[config.mk]
export PLATFORM = sky130hd
export DESIGN_NAME = gauge_command_stepper_display_flat
export DESIGN_NICKNAME = d
export VERILOG_FILES = /design/src/hdl/gcsd_pkg.sv /design/src/hdl/gcsd_in_if.sv /design/src/hdl/gcsd_out_if.sv /design/src/hdl/gauge_command_stepper_display.sv /design/src/hdl/gcsd_ram.sv /design/src/hdl/gcsd_frame.sv /design/src/hdl/gcsd_stepper.sv /design/src/hdl/gcsd_display.sv /design/src/flat_wrapper.sv
export SDC_FILE = /design/constraint.sdc
export NUM_CORES = 1
export LEC_CHECK = 0
export ABC_AREA = 1
export BUFFER_PORTS_ARGS = -buffer_cell sky130_fd_sc_hd__clkbuf_2
export CORE_MARGIN = 8
export CORE_UTILIZATION = 50
export DETAILED_ROUTE_END_ITERATION = 10
export PLACE_DENSITY = 0.67
export SLEW_MARGIN = 20
export SYNTH_ARGS = -nofsm -noshare
export SYNTH_HDL_FRONTEND = slang
export SYNTH_SLANG_ARGS = --single-unit
[constraint.sdc]
create_clock -name clk -period 4.9 [get_ports clk]
set_clock_uncertainty 0.05 [all_clocks]
set_input_delay 0.245 -clock clk [delete_from_list [all_inputs] [get_ports clk]]
set_output_delay 0.245 -clock clk [all_outputs]
set_load 0.01 [all_outputs]
[src/hdl/gcsd_pkg.sv]
// Shared types, constants and helpers for the gauge command, stepper and display block.
`timescale 1ns / 1ps
package gcsd_pkg;

  // Display geometry
  localparam int DISPLAY_COLUMNS = 13;
  localparam int CHAR_DEPTH      = 2 * DISPLAY_COLUMNS;
  localparam int CHAR_AW         = $clog2(CHAR_DEPTH);
  localparam int COL_W           = $clog2(DISPLAY_COLUMNS + 1);

  // Stepper phases
  localparam int PHASES  = 6;
  localparam int PHASE_W = $clog2(PHASES);
  localparam int TABLE_W = 8 * PHASES;

  // Configuration port
  localparam int CFG_INDEX_W = 1;
  localparam int CFG_DATA_W  = TABLE_W;
  localparam logic [CFG_INDEX_W-1:0] REG_PHASE_TABLE_A = 1'd0;
  localparam logic [CFG_INDEX_W-1:0] REG_PHASE_TABLE_B = 1'd1;

  // Input item kinds
  localparam logic [1:0] FUNC_SERIAL  = 2'd0;
  localparam logic [1:0] FUNC_TICK    = 2'd1;
  localparam logic [1:0] FUNC_DISPLAY = 2'd2;

  // Result kinds
  localparam logic OUT_KIND_STEP = 1'b0;
  localparam logic OUT_KIND_LCD  = 1'b1;

  // Frame bytes and commands
  localparam logic [7:0] SYNC_BYTE    = 8'hFF;
  localparam logic [7:0] CMD_TARGET_A = 8'h01;
  localparam logic [7:0] CMD_TARGET_B = 8'h02;
  localparam logic [7:0] CMD_CHAR     = 8'h03;
  localparam logic [1:0] FRAME_LAST   = 2'd3;

  // LCD row address bytes
  localparam logic [7:0] ROW0_ADDR = 8'h80;
  localparam logic [7:0] ROW1_ADDR = 8'hC0;

  // Decoded frame, applied in the cycle its last byte is accepted
  typedef struct packed {
    logic               tgt_a_we;
    logic               tgt_b_we;
    logic [15:0]        tgt_word;
    logic               char_we;
    logic [CHAR_AW-1:0] char_addr;
    logic [7:0]         char_data;
  } frame_cmd_t;

  function automatic logic [7:0] phase_byte(input logic [TABLE_W-1:0] tbl,
                                            input logic [PHASE_W-1:0] k);
    logic [TABLE_W-1:0] sh;
    sh = tbl >> {k, 3'b000};
    return sh[7:0];
  endfunction

endpackage

[src/hdl/gcsd_in_if.sv]
// Input channel: item kind and received serial byte.
`timescale 1ns / 1ps
interface gcsd_in_if;
  logic       valid;
  logic       ready;
  logic [1:0] func;
  logic [7:0] rx_byte;

  modport source (output valid, output func, output rx_byte, input ready);
  modport sink (input valid, input func, input rx_byte, output ready);
endinterface

[src/hdl/gcsd_out_if.sv]
// Output channel: stepper drive bytes and LCD writes.
`timescale 1ns / 1ps
interface gcsd_out_if;
  logic       valid;
  logic       ready;
  logic       out_kind;
  logic [7:0] out_value;
  logic       lcd_is_data;

  modport source (output valid, output out_kind, output out_value, output lcd_is_data,
                  input ready);
  modport sink (input valid, input out_kind, input out_value, input lcd_is_data,
                output ready);
endinterface

[src/hdl/gauge_command_stepper_display.sv]
// Top level: item decode, result stage and output register of the gauge/display block.
`timescale 1ns / 1ps
// One input item is taken every cycle while the output side keeps up. A tick or a
// display poll gives its result through the result stage, which waits on the
// registered read of the character RAM, and then through the output register.
// Serial bytes and unused item kinds give no result. Up to two results can wait
// inside the block, so a stalled output only stops input once both are full.
// Character RAM entries that were never written read as zero through per-entry
// written flags cleared at reset; there is no clearing pass.
module gauge_command_stepper_display (
  input  logic                             clk,
  input  logic                             rst,
  gcsd_in_if.sink                          in_ch,
  gcsd_out_if.source                       out_ch,
  input  logic                             cfg_wen,
  input  logic [gcsd_pkg::CFG_INDEX_W-1:0] cfg_index,
  input  logic [gcsd_pkg::CFG_DATA_W-1:0]  cfg_data
);

  logic                 in_acc;
  logic                 tick, poll, byte_en;
  gcsd_pkg::frame_cmd_t cmd;
  logic [7:0]           drive;
  logic                 disp_is_data;
  logic [7:0]           disp_ctrl;
  logic [7:0]           disp_char;

  // result stage (waits on RAM data)
  logic       s1_valid;
  logic       s1_kind;
  logic       s1_is_data;
  logic [7:0] s1_value;
  logic       s1_advance;

  // output register
  logic       o_valid;
  logic       o_kind;
  logic       o_is_data;
  logic [7:0] o_value;

  assign s1_advance  = s1_valid && (!o_valid || out_ch.ready);
  assign in_ch.ready = !s1_valid || s1_advance;
  assign in_acc      = in_ch.valid && in_ch.ready;
  assign byte_en     = in_acc && (in_ch.func == gcsd_pkg::FUNC_SERIAL);
  assign tick        = in_acc && (in_ch.func == gcsd_pkg::FUNC_TICK);
  assign poll        = in_acc && (in_ch.func == gcsd_pkg::FUNC_DISPLAY);

  gcsd_frame u_frame (
    .clk     (clk),
    .rst     (rst),
    .byte_en (byte_en),
    .rx_byte (in_ch.rx_byte),
    .cmd     (cmd)
  );

  gcsd_stepper u_stepper (
    .clk       (clk),
    .rst       (rst),
    .cfg_wen   (cfg_wen),
    .cfg_index (cfg_index),
    .cfg_data  (cfg_data),
    .cmd       (cmd),
    .tick      (tick),
    .drive     (drive)
  );

  gcsd_display u_display (
    .clk       (clk),
    .rst       (rst),
    .cmd       (cmd),
    .poll      (poll),
    .is_data   (disp_is_data),
    .ctrl_byte (disp_ctrl),
    .char_byte (disp_char)
  );

  always_ff @(posedge clk) begin
    if (rst) begin
      s1_valid <= 1'b0;
      o_valid  <= 1'b0;
    end else begin
      if (in_acc) begin
        s1_valid <= tick || poll;
      end else if (s1_advance) begin
        s1_valid <= 1'b0;
      end
      if (s1_advance) begin
        o_valid <= 1'b1;
      end else if (out_ch.ready) begin
        o_valid <= 1'b0;
      end
    end
  end

  always_ff @(posedge clk) begin
    if (in_acc) begin
      s1_kind    <= poll ? gcsd_pkg::OUT_KIND_LCD : gcsd_pkg::OUT_KIND_STEP;
      s1_is_data <= poll && disp_is_data;
      s1_value   <= poll ? disp_ctrl : drive;
    end
    if (s1_advance) begin
      o_kind    <= s1_kind;
      o_is_data <= s1_is_data;
      o_value   <= s1_is_data ? disp_char : s1_value;
    end
  end

  assign out_ch.valid       = o_valid;
  assign out_ch.out_kind    = o_kind;
  assign out_ch.out_value   = o_value;
  assign out_ch.lcd_is_data = o_is_data;

  a_serial_no_result: assert property (@(posedge clk) disable iff (rst)
    (in_acc && in_ch.func == gcsd_pkg::FUNC_SERIAL) |=> !s1_valid)
    else $error("serial beat produced a result");

  a_tick_result: assert property (@(posedge clk) disable iff (rst)
    tick |=> s1_valid && s1_kind == gcsd_pkg::OUT_KIND_STEP && !s1_is_data)
    else $error("tick did not queue a stepper result");

  a_s1_holds: assert property (@(posedge clk) disable iff (rst)
    (s1_valid && !s1_advance) |=> s1_valid && $stable(s1_value))
    else $error("stalled result stage lost its item");

  a_step_not_data: assert property (@(posedge clk) disable iff (rst)
    (o_valid && o_kind == gcsd_pkg::OUT_KIND_STEP) |-> !o_is_data)
    else $error("stepper result flagged as LCD data");

endmodule

[src/hdl/gcsd_ram.sv]
// Generic single-port-write, single-port-read RAM with registered read data.
`timescale 1ns / 1ps
module gcsd_ram #(
  parameter int WIDTH = 8,
  parameter int DEPTH = 32,
  localparam int AW   = (DEPTH > 1) ? $clog2(DEPTH) : 1
) (
  input  logic             clk,
  input  logic             we,
  input  logic [AW-1:0]    waddr,
  input  logic [WIDTH-1:0] wdata,
  input  logic             re,
  input  logic [AW-1:0]    raddr,
  output logic [WIDTH-1:0] rdata
);

  logic [WIDTH-1:0] mem [DEPTH];

  always_ff @(posedge clk) begin
    if (we) begin
      mem[waddr] <= wdata;
    end
    if (re) begin
      rdata <= mem[raddr];
    end
  end

endmodule

[src/hdl/gcsd_frame.sv]
// Serial frame assembler: collects command frames and decodes the fourth byte.
`timescale 1ns / 1ps
module gcsd_frame (
  input  logic                clk,
  input  logic                rst,
  input  logic                byte_en,
  input  logic [7:0]          rx_byte,
  output gcsd_pkg::frame_cmd_t cmd
);

  logic [1:0] frame_pos;
  logic [1:0] frame_pos_next;
  logic [1:0] pos_eff;
  logic [7:0] cmd_byte;     // frame byte 1
  logic [7:0] operand_hi;   // frame byte 2
  logic       apply;

  // sync byte restarts the frame before it is placed
  assign pos_eff = (rx_byte == gcsd_pkg::SYNC_BYTE) ? 2'd0 : frame_pos;
  assign apply   = byte_en && (pos_eff == gcsd_pkg::FRAME_LAST);

  always_comb begin
    frame_pos_next = frame_pos;
    if (byte_en) begin
      frame_pos_next = apply ? 2'd0 : pos_eff + 2'd1;
    end
  end

  always_ff @(posedge clk) begin
    if (rst) begin
      frame_pos <= 2'd0;
    end else begin
      frame_pos <= frame_pos_next;
    end
  end

  // byte 0 is only a marker and is not kept
  always_ff @(posedge clk) begin
    if (byte_en && pos_eff == 2'd1) begin
      cmd_byte <= rx_byte;
    end
    if (byte_en && pos_eff == 2'd2) begin
      operand_hi <= rx_byte;
    end
  end

  always_comb begin
    cmd.tgt_a_we  = apply && (cmd_byte == gcsd_pkg::CMD_TARGET_A);
    cmd.tgt_b_we  = apply && (cmd_byte == gcsd_pkg::CMD_TARGET_B);
    cmd.tgt_word  = {operand_hi, rx_byte};
    cmd.char_we   = apply && (cmd_byte == gcsd_pkg::CMD_CHAR) &&
                    (operand_hi < 8'(gcsd_pkg::DISPLAY_COLUMNS));
    cmd.char_addr = gcsd_pkg::CHAR_AW'(operand_hi);
    cmd.char_data = rx_byte;
  end

  a_one_cmd: assert property (@(posedge clk) disable iff (rst)
    $countones({cmd.tgt_a_we, cmd.tgt_b_we, cmd.char_we}) <= 1)
    else $error("frame decoded to more than one command");

  a_apply_restarts: assert property (@(posedge clk) disable iff (rst)
    apply |=> frame_pos == 2'd0)
    else $error("frame position not cleared after apply");

  a_cmd_needs_byte: assert property (@(posedge clk) disable iff (rst)
    (cmd.tgt_a_we || cmd.tgt_b_we || cmd.char_we) |-> byte_en)
    else $error("frame command without a serial beat");

endmodule

[src/hdl/gcsd_stepper.sv]
// Gauge stepper: targets, positions, phase counters and drive pattern lookup.
`timescale 1ns / 1ps
module gcsd_stepper (
  input  logic                                 clk,
  input  logic                                 rst,
  input  logic                                 cfg_wen,
  input  logic [gcsd_pkg::CFG_INDEX_W-1:0]     cfg_index,
  input  logic [gcsd_pkg::CFG_DATA_W-1:0]      cfg_data,
  input  gcsd_pkg::frame_cmd_t                 cmd,
  input  logic                                 tick,
  output logic [7:0]                           drive
);

  logic [gcsd_pkg::TABLE_W-1:0] phase_table_a;
  logic [gcsd_pkg::TABLE_W-1:0] phase_table_b;
  logic [15:0]                  position_a, position_b;
  logic [15:0]                  position_a_next, position_b_next;
  logic [15:0]                  target_a, target_b;
  logic [gcsd_pkg::PHASE_W-1:0] phase_a, phase_b;
  logic [gcsd_pkg::PHASE_W-1:0] phase_a_next, phase_b_next;

  localparam logic [gcsd_pkg::PHASE_W-1:0] PHASE_MAX = gcsd_pkg::PHASE_W'(gcsd_pkg::PHASES - 1);

  // phase tracks position mod 6 so no divider is needed
  always_comb begin
    position_a_next = position_a;
    phase_a_next    = phase_a;
    if (position_a < target_a) begin
      position_a_next = position_a + 16'd1;
      phase_a_next    = (phase_a == PHASE_MAX) ? '0 : phase_a + 1'b1;
    end else if (position_a > target_a) begin
      position_a_next = position_a - 16'd1;
      phase_a_next    = (phase_a == '0) ? PHASE_MAX : phase_a - 1'b1;
    end
  end

  always_comb begin
    position_b_next = position_b;
    phase_b_next    = phase_b;
    if (position_b < target_b) begin
      position_b_next = position_b + 16'd1;
      phase_b_next    = (phase_b == PHASE_MAX) ? '0 : phase_b + 1'b1;
    end else if (position_b > target_b) begin
      position_b_next = position_b - 16'd1;
      phase_b_next    = (phase_b == '0) ? PHASE_MAX : phase_b - 1'b1;
    end
  end

  assign drive = gcsd_pkg::phase_byte(phase_table_a, phase_a_next) |
                 gcsd_pkg::phase_byte(phase_table_b, phase_b_next);

  always_ff @(posedge clk) begin
    if (rst) begin
      phase_table_a <= '0;
      phase_table_b <= '0;
      position_a    <= '0;
      position_b    <= '0;
      target_a      <= '0;
      target_b      <= '0;
      phase_a       <= '0;
      phase_b       <= '0;
    end else begin
      if (cfg_wen && cfg_index == gcsd_pkg::REG_PHASE_TABLE_A) begin
        phase_table_a <= cfg_data;
      end
      if (cfg_wen && cfg_index == gcsd_pkg::REG_PHASE_TABLE_B) begin
        phase_table_b <= cfg_data;
      end
      if (cmd.tgt_a_we) begin
        target_a <= cmd.tgt_word;
      end
      if (cmd.tgt_b_we) begin
        target_b <= cmd.tgt_word;
      end
      if (tick) begin
        position_a <= position_a_next;
        position_b <= position_b_next;
        phase_a    <= phase_a_next;
        phase_b    <= phase_b_next;
      end
    end
  end

  a_phase_a_range: assert property (@(posedge clk) disable iff (rst)
    phase_a <= PHASE_MAX && phase_b <= PHASE_MAX)
    else $error("phase counter out of range");

  a_phase_follows: assert property (@(posedge clk) disable iff (rst)
    (tick && position_a != target_a) |=> phase_a != $past(phase_a))
    else $error("gauge A moved without phase change");

  a_hold_no_tick: assert property (@(posedge clk) disable iff (rst)
    !tick |=> $stable(position_a) && $stable(position_b))
    else $error("position changed without a tick");

endmodule

[src/hdl/gcsd_display.sv]
// LCD scan sequencer with character RAM and per-entry written flags.
`timescale 1ns / 1ps
module gcsd_display (
  input  logic                 clk,
  input  logic                 rst,
  input  gcsd_pkg::frame_cmd_t cmd,
  input  logic                 poll,
  output logic                 is_data,
  output logic [7:0]           ctrl_byte,
  output logic [7:0]           char_byte
);

  localparam logic [gcsd_pkg::COL_W-1:0] LAST_COL = gcsd_pkg::COL_W'(gcsd_pkg::DISPLAY_COLUMNS);

  logic [gcsd_pkg::COL_W-1:0]    scan_column;
  logic                          scan_row;
  logic [gcsd_pkg::CHAR_AW-1:0]  row_base;
  logic [gcsd_pkg::CHAR_AW-1:0]  rd_addr;
  logic                          rd_en;
  logic [gcsd_pkg::CHAR_DEPTH-1:0] written;
  logic                          rd_written;
  logic [7:0]                    ram_q;

  assign is_data   = (scan_column != '0);
  assign ctrl_byte = scan_row ? gcsd_pkg::ROW1_ADDR : gcsd_pkg::ROW0_ADDR;
  assign row_base  = scan_row ? gcsd_pkg::CHAR_AW'(gcsd_pkg::DISPLAY_COLUMNS) : '0;
  assign rd_addr   = row_base + gcsd_pkg::CHAR_AW'(scan_column - 1'b1);
  assign rd_en     = poll && is_data;

  gcsd_ram #(
    .WIDTH (8),
    .DEPTH (gcsd_pkg::CHAR_DEPTH)
  ) u_char_ram (
    .clk   (clk),
    .we    (cmd.char_we),
    .waddr (cmd.char_addr),
    .wdata (cmd.char_data),
    .re    (rd_en),
    .raddr (rd_addr),
    .rdata (ram_q)
  );

  // unwritten entries read as blank (zero)
  assign char_byte = rd_written ? ram_q : 8'h00;

  always_ff @(posedge clk) begin
    if (rst) begin
      scan_column <= '0;
      scan_row    <= 1'b0;
      written     <= '0;
      rd_written  <= 1'b0;
    end else begin
      if (cmd.char_we) begin
        written[cmd.char_addr] <= 1'b1;
      end
      if (rd_en) begin
        rd_written <= written[rd_addr];
      end
      if (poll) begin
        if (scan_column == LAST_COL) begin
          scan_column <= '0;
          scan_row    <= ~scan_row;
        end else begin
          scan_column <= scan_column + 1'b1;
        end
      end
    end
  end

  a_no_rw_overlap: assert property (@(posedge clk) disable iff (rst)
    !(poll && cmd.char_we))
    else $error("character write and scan read in the same cycle");

  a_col_range: assert property (@(posedge clk) disable iff (rst)
    scan_column <= LAST_COL)
    else $error("scan column out of range");

  a_row_flip: assert property (@(posedge clk) disable iff (rst)
    (poll && scan_column == LAST_COL) |=> scan_row != $past(scan_row))
    else $error("row did not flip at end of row scan");

endmodule

[src/flat_wrapper.sv]
// flat-port wrapper written by rule: the top's interface ports become plain ports
module gauge_command_stepper_display_flat 
  (clk, rst, cfg_wen, cfg_index, cfg_data, in_ch_valid, in_ch_func, in_ch_rx_byte, in_ch_ready, out_ch_valid, out_ch_out_kind, out_ch_out_value, out_ch_lcd_is_data, out_ch_ready);
  gcsd_in_if in_ch_i ();
  gcsd_out_if out_ch_i ();
  input  logic clk;
  input  logic rst;
  input  logic cfg_wen;
  input  logic [gcsd_pkg::CFG_INDEX_W-1:0] cfg_index;
  input  logic [gcsd_pkg::CFG_DATA_W-1:0] cfg_data;
  input wire logic [$bits(in_ch_i.valid)-1:0] in_ch_valid;
  input wire logic [$bits(in_ch_i.func)-1:0] in_ch_func;
  input wire logic [$bits(in_ch_i.rx_byte)-1:0] in_ch_rx_byte;
  output wire logic [$bits(in_ch_i.ready)-1:0] in_ch_ready;
  output wire logic [$bits(out_ch_i.valid)-1:0] out_ch_valid;
  output wire logic [$bits(out_ch_i.out_kind)-1:0] out_ch_out_kind;
  output wire logic [$bits(out_ch_i.out_value)-1:0] out_ch_out_value;
  output wire logic [$bits(out_ch_i.lcd_is_data)-1:0] out_ch_lcd_is_data;
  input wire logic [$bits(out_ch_i.ready)-1:0] out_ch_ready;
  assign in_ch_i.valid = in_ch_valid;
  assign in_ch_i.func = in_ch_func;
  assign in_ch_i.rx_byte = in_ch_rx_byte;
  assign in_ch_ready = in_ch_i.ready;
  assign out_ch_valid = out_ch_i.valid;
  assign out_ch_out_kind = out_ch_i.out_kind;
  assign out_ch_out_value = out_ch_i.out_value;
  assign out_ch_lcd_is_data = out_ch_i.lcd_is_data;
  assign out_ch_i.ready = out_ch_ready;
  gauge_command_stepper_display u_core (.clk(clk), .rst(rst), .in_ch(in_ch_i), .out_ch(out_ch_i), .cfg_wen(cfg_wen), .cfg_index(cfg_index), .cfg_data(cfg_data));
endmodule
; ---- Yosys cells after proc, flatten, opt, wreduce, memory -nomap -nowiden
; Memories as Yosys holds them, arrays and structs flattened. A register that Yosys moved wholly into a read port is not among the register bits.
; Cells that the tools add are included.
[totals]
mem_bits_rw = 208
output_inout_bits = 12
mem_bits_ro = 0
latchBits = 0
input_bits = 64
register_bits = 238
elab_cells = 125
mem_count = 1
[mem_list]
columns = name, words, word_bits, read_ports, rd_ports_with_merged_regs, write_ports, line_no
row1 = u_core.u_display.u_char_ram.mem, 26, 8, 1, 1, 1, gcsd_ram.sv:17  ; logic [WIDTH-1:0] mem [DEPTH];
[classes]
n_eq_ne = 12
add_sub_neg = 12
n_mux = 31
reduce_logical = 32
multipliers = 0
div = 0
bitwise = 4
shifts = 2
n_lt_le_gt_ge = 8
[ops]
columns = op, count
row1 = 48-bit by 6-bit right shift with 8-bit output, 2
row2 = 16-bit 2-to-1 mux, 4
row3 = "16-bit by 1-bit adder with 16-bit output, second input constant", 2
row4 = 16-bit greater-than comparator, 2
row5 = 16-bit less-than comparator, 2
row6 = "16-bit by 1-bit subtractor with 16-bit output, second input constant", 2
row7 = 26-bit OR, 1
row8 = 3-bit 2-to-1 mux, 8
row9 = 8-bit 2-to-1 mux, 3
row10 = "8-bit by 2-bit == test with 1-bit output, second input constant", 2
row11 = 1-bit logical AND, 16
row12 = "5-bit by 6-bit less-than comparator with 1-bit output, second input constant", 2
row13 = 1-bit 2-to-1 mux, 9
row14 = "8-bit by 1-bit == test with 1-bit output, second input constant", 1
row15 = "8-bit == test, second input constant", 1
row16 = "8-bit by 4-bit less-than comparator with 1-bit output, second input constant", 1
row17 = 4-bit 2-to-1 mux, 2
row18 = 8-bit OR, 1
row19 = 2-bit nonzero test, 4
row20 = 7-bit 2-to-1 mux, 1
row21 = "3-bit by 1-bit adder with 3-bit output, second input constant", 2
row22 = "2-bit == test, second input constant", 3
row23 = "3-bit == test, second input constant", 2
row24 = 3-bit logical NOT, 2
row25 = 17 further kinds, 26

; ---- Depth between registers and ports, before layout
; Gate-level depths: netlist (run 1).
[logic_depth]
word_depth = 11
ltp_mapped = 24
mapped_depth_nobuf = 24

; ---- Modules after synthesis
; A second synthesis (run 1) with hierarchy kept.
[hier_totals]
cells_unflattened = 2520
area_unflattened_um2 = 21818.4
[by_module_without_submodules]
columns = module, area_each_um2, instances, seq_area_each_um2, cells_each
row1 = gcsd_stepper, 9148.8, 1, 3323.2, 1284
row2 = gcsd_ram, 8981.1, 1, 6486.2, 801
row3 = gcsd_display, 1834.3, 1, 640.6, 274
row4 = gauge_command_stepper_display, 954.7, 1, 640.6, 76
row5 = gcsd_frame, 899.6, 1, 520.5, 85

; ---- Worst setup path after synthesis (run 1)
; No wires, ideal clock.
[synth_timing]
kind = register to register
from = reg u_core.u_stepper.target_b[13]
to = reg u_core.u_stepper.position_b[12]
synth_period_minus_slack_ps = 2972
path_slack_ps = 1928
path_stages_with_launch = 22
n_path_buf = 0
t_arrival_ps = 2793
cell_sequence = dfxtp_1 > inv_1 > ha_1 > nand2_1 > inv_1 > o21ai_1 > nand2_1 > nor2_2 > nand2_4 > ha_1 > nand3_1 > nand3_1 > inv_1 > o21ai_0 > inv_1 > nor2_1 > inv_1 > nand3_1 > nand2_1 > o21ai_0 > xor2_1 > a21oi_1
[synth_between]
elab_chain_len = 3
[synth_lines]
columns = item, line_no
row1 = "start, declared", gcsd_stepper.sv:18  ; logic [15:0] target_a, target_b;
row2 = "start signal, assigned", gcsd_stepper.sv:73  ; target_b <= cmd.tgt_word;
row3 = 16-bit less-than comparator or 16-bit greater-than comparator (tied branches), "gcsd_stepper.sv:40, gcsd_stepper.sv:43"
row4 = 2-bit nonzero test (no source line), -
row5 = 2-bit AND reduction (no source line), -
row6 = "end signal, assigned", gcsd_stepper.sv:77  ; position_b <= position_b_next;
row7 = "end, declared", gcsd_stepper.sv:16  ; logic [15:0] position_a, position_b;
; Parallel ways exist; a longest one is shown, timed or not.
; A chain may end at the register's enable or synchronous reset.

; ---- Worst setup path in the final report (run 1)
[layout_timing]
from = reg u_core.u_stepper.target_a[7]
to = reg u_core.u_stepper.position_a[11]
[layout_between]
elab_chain_len = 3
[layout_lines]
columns = item, line_no
row1 = "start, declared", gcsd_stepper.sv:18
row2 = "start signal, assigned", gcsd_stepper.sv:70  ; target_a <= cmd.tgt_word;
row3 = 16-bit less-than comparator or 16-bit greater-than comparator (tied branches), "gcsd_stepper.sv:28, gcsd_stepper.sv:31"
row4 = 2-bit nonzero test (no source line), -
row5 = 2-bit AND reduction (no source line), -
row6 = "end signal, assigned", gcsd_stepper.sv:76  ; position_a <= position_a_next;
row7 = "end, declared", gcsd_stepper.sv:16
; Parallel ways exist; a longest one is shown, timed or not.

==> results of run 1 <==
-- critical path: cells and delay by family, from the launching register on --
family | cells | cell delay [ns]
AOI/OAI and AO/OA | 7 | 1.45
DFF | 1 | 0.36
xor gates and xnor gates | 1 | 0.17
buffers and inverters | 1 | 0.06
and+or+nand+nor | 5 | 0.66
adders and majority gates | 2 | 0.68
-- cells by family after synthesis --
group,synth area share [%]
AO/OA/AOI/OAI,16.0
adder cells (fa/ha/maj),4.64
XOR/XNOR,1.24
flip-flops,56.8
other,0.0183
AND/OR/NAND/NOR,15.4
buffers and inverters,5.95
-- synth_stat cells, types with 3 or more instances --
cell and count:
buf_6 4, nor3_1 7, buf_2 10, fa_1 3, nor3_2 4, nand2_4 6, a21oi_1 165, a31oi_1 3
edfxtp_1 252, o211ai_1 16, o21bai_1 5, xnor2_1 20, nand2_1 202, ha_1 71, nand3_2 4, nand3_1 122
o21a_1 13, dfxtp_1 202, o22ai_1 26, nor4_1 3, o21ai_0 307, o21ai_1 13, nand3b_1 17, nand2_2 9
xor2_1 7, inv_1 186, o2111ai_1 3, clkinv_1 4, nand4_1 5, o21ai_2 3, o221ai_1 25, a21o_1 6
a31o_2 6, nor2_2 7, buf_1 3, clkbuf_1 90, nor2_1 317, inv_2 8
-- state kept, by name (all words and copies together), names as in the netlist, 16 cells and up --
signal	flops
u_core.u_display.written	26
u_core.u_stepper.position_b	16
u_core.u_stepper.target_a	16
u_core.u_stepper.phase_table_a	48
u_core.u_stepper.phase_table_b	48
u_core.u_stepper.target_b	16
u_core.u_stepper.position_a	16
u_core.u_display.u_char_ram.mem	208
-- how the worst max path moves through the flow --
stage	from	end	slack (ns)	depth (start not counted)
6_report	u_core.u_stepper.target_a[7]	u_core.u_stepper.position_a[11]	1.34	16
5_1_grt	u_core.u_stepper.target_a[11]	u_core.u_stepper.position_a[11]	1.01	16
4_1_cts	u_core.u_stepper.target_a[11]	u_core.u_stepper.position_a[11]	1.40	16
3_5_place_dp	u_core.u_stepper.target_a[7]	u_core.u_stepper.position_a[11]	1.42	16
3_3_place_gp	u_core.u_stepper.target_a[7]	u_core.u_stepper.position_a[11]	1.48	16
2_1_floorplan	u_core.u_stepper.target_b[13]	u_core.u_stepper.position_b[12]	1.93	21
-- power by group --
part	total, uW	switching [uW]	internal [uW]
combinational	3070	2060	1010
sequential	4360	88.8	4270
clock	3570	1480	2090
-- per-layer routing --
layer  global-route usage (%)  vias to the layer above  part of all wire (%)
li1                         -                     7817                     -
met1                     28.2                     7590                    45
met2                     33.9                      531                    46
met3                     3.68                       95                   6.6
met4                     7.73                        0                   2.9
met5                        0                        -                     0
-- stage by stage --
step	instance area (um2)	hold WS (ns)	utilization [%]	setup slack, ns
after floorplan	20800	0.273	-	1.93
after global placement	21600	0.352	53.2	1.48
after detailed placement	21700	0.355	53.3	1.42
after CTS	23700	0.0112	58.4	1.40
after global routing	23700	0.0372	58.4	1.01
final	23700	0.0379	58.4	1.34
-- cell type report --
class	instances	area, um2
Clock buffer	76	1490
Fill cell	3462	16900
Timing Repair Buffer	148	1080
Tap cell	532	666
Inverter	198	746
Clock inverter	14	91.3
Sequential cell	454	11600
Antenna cell	1	2.50
Multi-Input combinational cell	1516	8050
==> metrics.md, run 1 <==
| Metric | Value |
|---|---|
| Status | finished clean |
| Final Hold Violating Endpoints | 0 |
| Clk_lat worst skew | 0.57 ns |
| Largest net degree at the start of global routing | 101 |
| Critical-path cell list | inv_1 > ha_1 > a21o_1 > nor2_1 > nand2_1 > nand2_1 > nand2_4 > ha_1 > a21oi_1 > nand2_1 > a21oi_1 > o21ai_0 > a21oi_1 > o21bai_1 > xnor2_1 > a21oi_1 |
| Synth area leader | edfxtp_1 |
| Leakage Power | 0.00950 uW |
| Num CTS Buffers | 48 |
| Post-layout nets | 2504 |
| Vias in the first global route | 15400 |
| ANT nets after route | 0 |
| Slew headroom | 29.6% |
| Least-Margin Pin Slew | 1.06 ns |
| Pre-Repair DR Iteration Count | 5 |
| Die Height | 218 um |
| Share of cells above drive strength 1 | 9.85% |
| Global route total overflow | 0 |
| Synthesis-to-finish area growth | 16.0% |
| Std cell rows | 74 |
| CTS tree | yes |
| Required @ worst endpoint | 5.28 ns |
| Via-to-Cell Ratio | 5.46 |
| Library cells used by synthesis | 54 |
| Worst-case reg-to-reg path depth | 16 |
| Crit path top cell by count | a21oi_1 |
| CP Capture Type | flip-flop |
| CTS root buffer | clkbuf_16 |
| Final GP Congestion | 0.828 |
| Post-synth top area share | 37.0% |
| Vias post-DR | 16000 |
| Synth Instances | 2175 |
| Max-cap violations | 0 |
| I/O Buffers | 75 |
| R2R Setup Slk | 1.34 ns |
| Setup violators final | 0 |
| Die Span X | 218 um |
| Hold depth | 3 |
| Most common cell after layout, fill and taps aside | nor2_1 |
| Register bit total from synthesis | 454 |
| Die area | 47600 um2 |
| Worst VDD drop | 0.292 mV |
| Worst min path class | input pin to flip-flop |
| H-tree levels | 2 |
| Filler-free cell count of the finished design | 2939 |
| CP max-delay cell | ha_1 |
| First-pass GRT wire length | 81.3 mm |
| CP max stage delay | 0.40 ns |
| Worst EP arrival | 3.94 ns |
| Fmax | 281 MHz |
| PnR Total Power | 11000 uW |
| Syn Area/Cell | 9.40 um2 |
| Post-CTS sizing | 0 |
| Num ports | 76 |
| Unrepaired setup endpoints after global routing | no |
| Clk slew on worst S/H paths | 0.06 ns |
| Drt drc | 0 |
| Crit share post-route | 72.6% |
| Routed WL | 50.5 mm |
| Asr flop ratio synth | 0% |
| EDFF count, synth | 252 |
| Sequential-to-total area share from yosys stat | 56.8% |
| GRT Overall Usage | 21.0% |
| Synth Cell Area | 20500 um2 |
| Largest cells by area after synthesis | edfxtp_1 (37%), dfxtp_1 (20%), o21ai_0 (7.5%), nor2_1 (5.8%), ha_1 (4.3%) |
| Placed insts | 2798 |
| Setup crit start kind | flip-flop |
| Hpwl dp | 31.7 mm |
| Wire length per cell | 17.2 um |
| Initial Util | 50.3% |
| Clock Tree Buf Depth | 3 |
| Count of final max-slew check failures | 0 |
| Setup_tns | 0 ns |
| Iter 0 DRT Violations | 1346 |
| CTS Hold Buffers Added | 50 |
| Yosys warnings | 0 |
| Worst hold start | in_ch_func[1] |
| CTS sink cnt | 454 |
| Initial antenna violation count | 1 |
| Hold Crit Endpoint | u_core.u_frame.frame_pos[0] |
| Setup bufs post-CTS | 0 |
| PwrDens | 463 nW/um2 |
| Core Region | 40600 um2 |
| R2r startpoint | u_core.u_stepper.target_a[7] |
| Worst-path fanout max | 22 |
| Reg-to-Reg End | u_core.u_stepper.position_a[11] |
| Final min period | 3.56 ns |
| Most frequent cells in the layout | nor2_1 (316), o21ai_0 (307), edfxtp_1 (252) |
| Synth Flop Type | edfxtp_1 |
| Critical Setup Path Class | flip-flop to flip-flop |
No activity file was read; power rests on OpenSTA's default activity.
==> inputs of run 2 (changes only) <==
clock period = 3.5 ns   (was 4.9 ns; I/O delays follow)
==> metrics.md, run 2 (synthesis results as in run 1) <==
| Metric | Value |
|---|---|
| Status | finished clean |
| Global route total overflow | 0 (unchanged) |
| Clock share of power | 31.3% (-1.2 points) |
| Setup violators final | 0 (unchanged) |
| Max-cap violations | 0 (unchanged) |
| Setup_tns | 0 ns (unchanged) |
| Share of cells above drive strength 1 | 10.6% (+0.72 points) |
| Largest net degree at the start of global routing | 102 (+0.99%) |
| FILL cells | 3458 (-0.12%) |
| Internal power | 10300 uW (+40%) |
| Most frequent cells in the layout | nor2_1 (316), o21ai_0 (303), edfxtp_1 (252) |
| Core Region | 40600 um2 (unchanged) |
| Diodes inserted | 0 (-1) |
| Critical Setup Path Class | flip-flop to flip-flop |
| Worst-path fanout max | 32 (+45%) |
| Slew headroom | 31.8% (+2.3 points) |
| Pre-Repair DR Iteration Count | 5 (unchanged) |
| Die area | 47600 um2 (unchanged) |
| CTS root buffer | clkbuf_16 |
| Std cell rows | 74 (unchanged) |
| PwrDens | 645 nW/um2 (+39%) |
| CTS sink cnt | 454 (unchanged) |
| Least-Margin Pin Slew | 1.02 ns (-0.0340 ns) |
| Worst VDD drop | 0.349 mV (+20%) |
| Vias post-DR | 16100 (+0.12%) |
| Iter 0 DRT Violations | 1629 (+21%) |
| Critical-path cell list | inv_1 > ha_1 > nand4_2 > nor3_2 > nand2_1 > nand2_8 > nand2_2 > nand2_4 > nand2_4 > o21ai_1 > nor2_1 > nor2_1 > nand3_1 > nand2_1 > inv_1 |
| Initial Util | 50.3% (unchanged) |
| Clock Tree Buf Depth | 3 (unchanged) |
| Die Height | 218 um (unchanged) |
| Max reg flops | 208 (unchanged) |
| Fmax | 317 MHz (+13%) |
| Post-layout nets | 2540 (+1.4%) |
| Setup crit start kind | flip-flop |
| CP max-delay cell | dfxtp_1 |
| Sw Ratio | 33.2% (+0.13 points) |
| Clk_lat worst skew | 0.58 ns (about the same) |
| ANT nets after route | 0 (unchanged) |
| First-pass GRT wire length | 81.7 mm (+0.47%) |
| Routed WL | 51.0 mm (+0.86%) |
| Leakage Power | 0.00962 uW (+1.3%) |
| Wire length per cell | 17.2 um (-0.26%) |
| Unrepaired setup endpoints after global routing | yes |
| Initial antenna violation count | 2 (+1) |
| Die Span X | 218 um (unchanged) |
| Worst min path class | input pin to flip-flop |
| Via-to-Cell Ratio | 5.40 (-0.99%) |
| Biggest register | u_core.u_display.u_char_ram.mem |
| Synthesis-to-finish area growth | 17.1% |
| Crit-path leading delay family | simple AND/OR/NAND/NOR gates |
| Top flop regs | u_core.u_display.u_char_ram.mem x208, u_core.u_stepper.phase_table_a x48, u_core.u_stepper.phase_table_b x48 |
| Final GP Congestion | 0.865 (+4.4%) |
| Count of final max-slew check failures | 0 (unchanged) |
| Hold Worst Slack | 0.0329 ns (-0.00500 ns) |
| Num ports | 76 (unchanged) |
| Vias in the first global route | 15600 (+1.3%) |
| Final min period | 3.16 ns (-0.399 ns) |
| CTS tree | yes |
| Drt drc | 0 (unchanged) |
| Comb power frac | 29.2% (+1.3 points) |
| Worst EP arrival | 3.45 ns (-0.49 ns) |
| Most common cell after layout, fill and taps aside | nor2_1 |
| Hpwl dp | 32.1 mm (+1.4%) |
| I/O Buffers | 75 (unchanged) |
| Required @ worst endpoint | 3.80 ns (-1.48 ns) |
| Reg power frac | 39.4% (-0.2 points) |
| Num CTS Buffers | 47 (-2.1%) |
| Crit share post-route | 90.2% (+18 points) |
| Crit path buffers/inverters | 2 (+1) |
| Final Hold Violating Endpoints | 0 (unchanged) |
| CP max stage delay | 0.33 ns (-0.07 ns) |
| CP Capture Type | flip-flop |
| GRT Overall Usage | 21.3% (+0.27 points) |
| H-tree levels | 2 (unchanged) |
| Clk slew on worst S/H paths | 0.06 ns (about the same) |
| Switching Power | 5130 uW (+41%) |
-- run 2: cell count changes in the layout (fill, tap and decap cells not counted), sizes merged --
cell | previous run | this run
buf | 23 | 56
dlygate4sd3 | 50 | 54
clkbuf | 151 | 149
clkinvlp | 3 | 1
bufinv | 0 | 2
diode | 1 | 0
clkinv | 14 | 13
-- run 2: worst paths after layout --
check,cells past startpoint,to,slack [ns],from
min,3,u_core.u_stepper.target_b[0],0.03,in_ch_rx_byte[0]
max reg2reg,15,u_core.s1_value[0],0.34,u_core.u_stepper.target_a[15]
min reg2reg,2,u_core.u_display.written[21],0.37,u_core.u_display.written[21]
max,15,u_core.s1_value[0],0.34,u_core.u_stepper.target_a[15]
-- run 2: layer usage --
metal  global-route usage (%)  share of wire (%)
met1                     28.1                 45
met2                     35.0                 46
met3                     4.01                6.1
met4                     6.99                2.9
met5                        0              0.026
-- run 2: area by class of cell --
class | count | area, um2 | area share (%)
flip-flops and latches | 454 | 11600 | 48.5
multi-input cells | 1516 | 8080 | 33.7
repair buffers | 185 | 1370 | 5.73
clock buffers | 74 | 1360 | 5.67
inverters | 198 | 746 | 3.11
well taps | 532 | 666 | 2.78
clock inverters | 13 | 125 | 0.522
-- run 2: what timing repair did --
| item | 4_1_cts | 5_1_grt |
|---|---|---|
| endpoints found under the hold margin | 106 | 0 |
| setup buffers | 0 | 1 |
| hold buffers | 54 | 0 |
| setup endpoints to repair | 0 | 7 |
| resized for setup | 0 | 10 |
-- run 2: worst reg2reg max path, delay by kind of cell (launching register included) --
kind	cells	cell delay [ns]
buffers and inverters	2	0.09
DFF	1	0.33
adders and majority gates	1	0.33
AOI/OAI and AO/OA	1	0.23
and+or+nand+nor	11	1.90
-- run 2: power groups by stage --
stage | Sequential (uW) | Clock, uW | Combinational [uW]
global placement | 6200 | 0 | 4300
finish | 6100 | 4850 | 4520
global route | 6130 | 5150 | 5070
detailed placement | 6210 | 0 | 4340
CTS | 6100 | 4940 | 4420
floorplan | 6170 | 0 | 3200
-- run 2: through the flow --
stage / cell area [um2] / util (%) / worst slack [ns] / std cells / power [uW]
global route: 24000 / 59.0 / -0.0210 / 2972 / 16400
finish: 24000 / 59.0 / 0.344 / 2972 / 15500
global placement: 21900 / 53.9 / 0.248 / 2830 / 10500
detailed placement: 21900 / 53.9 / 0.185 / 2830 / 10600
floorplan: 20800 / - / 0.528 / 2278 / 9370
CTS: 23900 / 58.8 / 0.146 / 2971 / 15500
==> inputs of run 3 (changes only) <==
BUFFER_PORTS_ARGS = unset   (was -buffer_cell sky130_fd_sc_hd__clkbuf_2)
DONT_BUFFER_PORTS = 1   (was unset)
PLACE_DENSITY = 0.68   (was 0.67)
clock period = 2.8 ns   (was 3.5 ns; I/O delays follow)
==> metrics.md, run 3 (synthesis results as in run 1) <==
| Metric | Value |
|---|---|
| Most frequent cells in the layout | nor2_1 (303), o21ai_0 (296), edfxtp_1 (252) |
| Reg-to-Reg End | u_core.u_stepper.position_a[10] |
| Synthesis-to-finish area growth | 28.1% |
| Unrepaired setup endpoints after global routing | yes |
| Clk slew on worst S/H paths | 0.07 ns (about the same) |
| Worst hold start | in_ch_valid |
| Hold Crit Endpoint | u_core.s1_value[3] |
| PnR worst setup slack | 0.0232 ns (-0.321 ns) |
| I/O Buffers | 0 (-100%) |
| Setup_tns | 0 ns (unchanged) |
| Most common cell after layout, fill and taps aside | nor2_1 |
| Die area | 47600 um2 (unchanged) |
| Area of the multi-input gates | 9290 um2 (+15%) |
| Std cell rows | 74 (unchanged) |
| Setup crit start kind | flip-flop |
| Num CTS Buffers | 47 (unchanged) |
| Post-layout nets | 2596 (+2.2%) |
| Final Hold Violating Endpoints | 0 (unchanged) |
| Max-cap violations | 0 (unchanged) |
| Final instance area | 26200 um2 (+9.3%) |
| R2r startpoint | u_core.u_stepper.position_a[11] |
| Routed WL | 54.4 mm (+6.7%) |
| CTS sink cnt | 454 (unchanged) |
| Worst min path class | input pin to flip-flop |
| Hold Worst Slack | 0.0185 ns (-0.0144 ns) |
| First-pass GRT wire length | 82.9 mm (+1.6%) |
| Status | finished clean |
| Die Height | 218 um (unchanged) |
| Top flop regs | u_core.u_display.u_char_ram.mem x208, u_core.u_stepper.phase_table_a x48, u_core.u_stepper.phase_table_b x48 |
| R2R Setup Slk | 0.02 ns (-0.32 ns) |
| Fmax | 360 MHz (+14%) |
| Slew headroom | 25.9% (-5.9 points) |
| Crit share post-route | 99.2% (+9.0 points) |
| Die Span X | 218 um (unchanged) |
| Worst EP arrival | 3.19 ns (-0.26 ns) |
| GRT Overall Usage | 21.5% (+0.21 points) |
| Global route total overflow | 0 (unchanged) |
| ANT nets after route | 0 (unchanged) |
| Vias in the first global route | 16100 (+2.8%) |
| Clk_lat worst skew | 0.60 ns (+0.02 ns) |
| CTS tree | yes |
| PnR Total Power | 22700 uW (+47%) |
| Via-to-Cell Ratio | 5.50 (+1.7%) |
| Critical Setup Path Class | flip-flop to flip-flop |
| Initial Util | 50.3% (unchanged) |
| Final min period | 2.78 ns (-0.379 ns) |
| Initial antenna violation count | 2 (unchanged) |
| PwrDens | 867 nW/um2 (+34%) |
| Worst-path fanout max | 5 (-84%) |
| Leakage Power | 0.0103 uW (+7.4%) |
| Required @ worst endpoint | 3.22 ns (-0.58 ns) |
| Dpl ws | -0.178 ns (-0.363 ns) |
| Largest net degree at the start of global routing | 83 (-19%) |
| Least-Margin Pin Slew | 1.11 ns (+0.0890 ns) |
| Core Region | 40600 um2 (unchanged) |
| Count of final max-slew check failures | 0 (unchanged) |
| Wire length per cell | 18.0 um (+4.7%) |
| Drt drc | 0 (unchanged) |
| Iter 0 DRT Violations | 1459 (-10%) |
| Vias post-DR | 16600 (+3.7%) |
| CP Capture Type | flip-flop |
| H-tree levels | 2 (unchanged) |
| Worst-case reg-to-reg path depth | 15 (unchanged) |
| Setup violators final | 0 (unchanged) |
| Hold depth | 3 (unchanged) |
| Share of cells above drive strength 1 | 20.9% (+10 points) |
| Final GP Congestion | 0.874 (+1.1%) |
| Pre-Repair DR Iteration Count | 5 (unchanged) |
| FILL cells | 3147 (-9.0%) |
| Biggest register | u_core.u_display.u_char_ram.mem |
| Max reg flops | 208 (unchanged) |
| FF+latch area | 11700 um2 (+0.43%) |
| Hpwl dp | 33.4 mm (+4.0%) |
| DP Area | 22300 um2 (+1.7%) |
| Clock Tree Buf Depth | 3 (unchanged) |
| Worst VDD drop | 0.509 mV (+46%) |
| CTS root buffer | clkbuf_16 |
| Num ports | 76 (unchanged) |
[run 3: worst max-delay path by stage]
stage / startpoint / to / cells after the start
after global routing: u_core.u_stepper.target_b[11] / u_core.u_stepper.position_b[12] / 21
after detailed placement: u_core.u_stepper.target_a[15] / u_core.u_stepper.position_a[10] / 17
after floorplan: u_core.u_stepper.target_b[13] / u_core.u_stepper.position_b[12] / 21
final: u_core.u_stepper.position_a[11] / u_core.u_stepper.position_a[10] / 15
after CTS: u_core.u_stepper.target_a[11] / u_core.s1_value[0] / 16
after global placement: u_core.u_stepper.target_a[15] / u_core.u_stepper.position_a[10] / 14
[run 3: where the power goes]
| part | leakage (uW) | switching (uW) | total [uW] | internal, uW |
|---|---|---|---|---|
| registers | 0.00403 | 176 | 7650 | 7480 |
| clock network | 0.000746 | 2610 | 6210 | 3600 |
| logic | 0.00555 | 4970 | 8860 | 3890 |
| total | 0.0103 | 7750 | 22700 | 15000 |
[run 3: cell type report]
type	instances	area share, %
Inverter	198	2.86
Timing Repair Buffer	237	8.80
Antenna cell	2	0.0191
Sequential cell	454	44.5
Multi-Input combinational cell	1520	35.5
Tap cell	532	2.54
Clock buffer	66	5.08
Clock inverter	20	0.716
[run 3: metal layers]
| layer | track usage [%] | up-vias | share of wire, % |
|---|---|---|---|
| met4 | 7.25 | 0 | 2.5 |
| met1 | 28.3 | 7950 | 43 |
| met2 | 34.7 | 599 | 47 |
| li1 | - | 7990 | - |
| met3 | 5.09 | 108 | 7.7 |
| met5 | 0 | - | 0 |
[run 3: stage by stage]
step,instances,util (%)
2_1_floorplan,2278,-
3_3_place_gp,2835,54.8
3_5_place_dp,2835,54.8
4_1_cts,2998,61.2
5_1_grt,3029,64.5
6_report,3029,64.5
[run 3: worst max-delay path, stage by stage (launching register included)]
cell and delay [ns]:
dfxtp_2 0.34, ha_4 0.25, a21oi_1 0.21, a21oi_2 0.11
nor2_4 0.17, buf_6 0.15, nand2_8 0.07, ha_4 0.27
a21oi_1 0.28, o21ai_4 0.12, inv_2 0.08, nor2_2 0.04
o21ai_2 0.12, buf_4 0.13, xor2_2 0.14, a21oi_2 0.09
[run 3: repair_timing]
action                                 4_1_cts  5_1_grt
buffers inserted                             6       26
cloned                                       2        5
endpoints found under the hold margin      373        0
setup endpoints to repair                   24      184
resized for setup                           55      226
hold buffers                                69        0
pin swaps                                   19       92
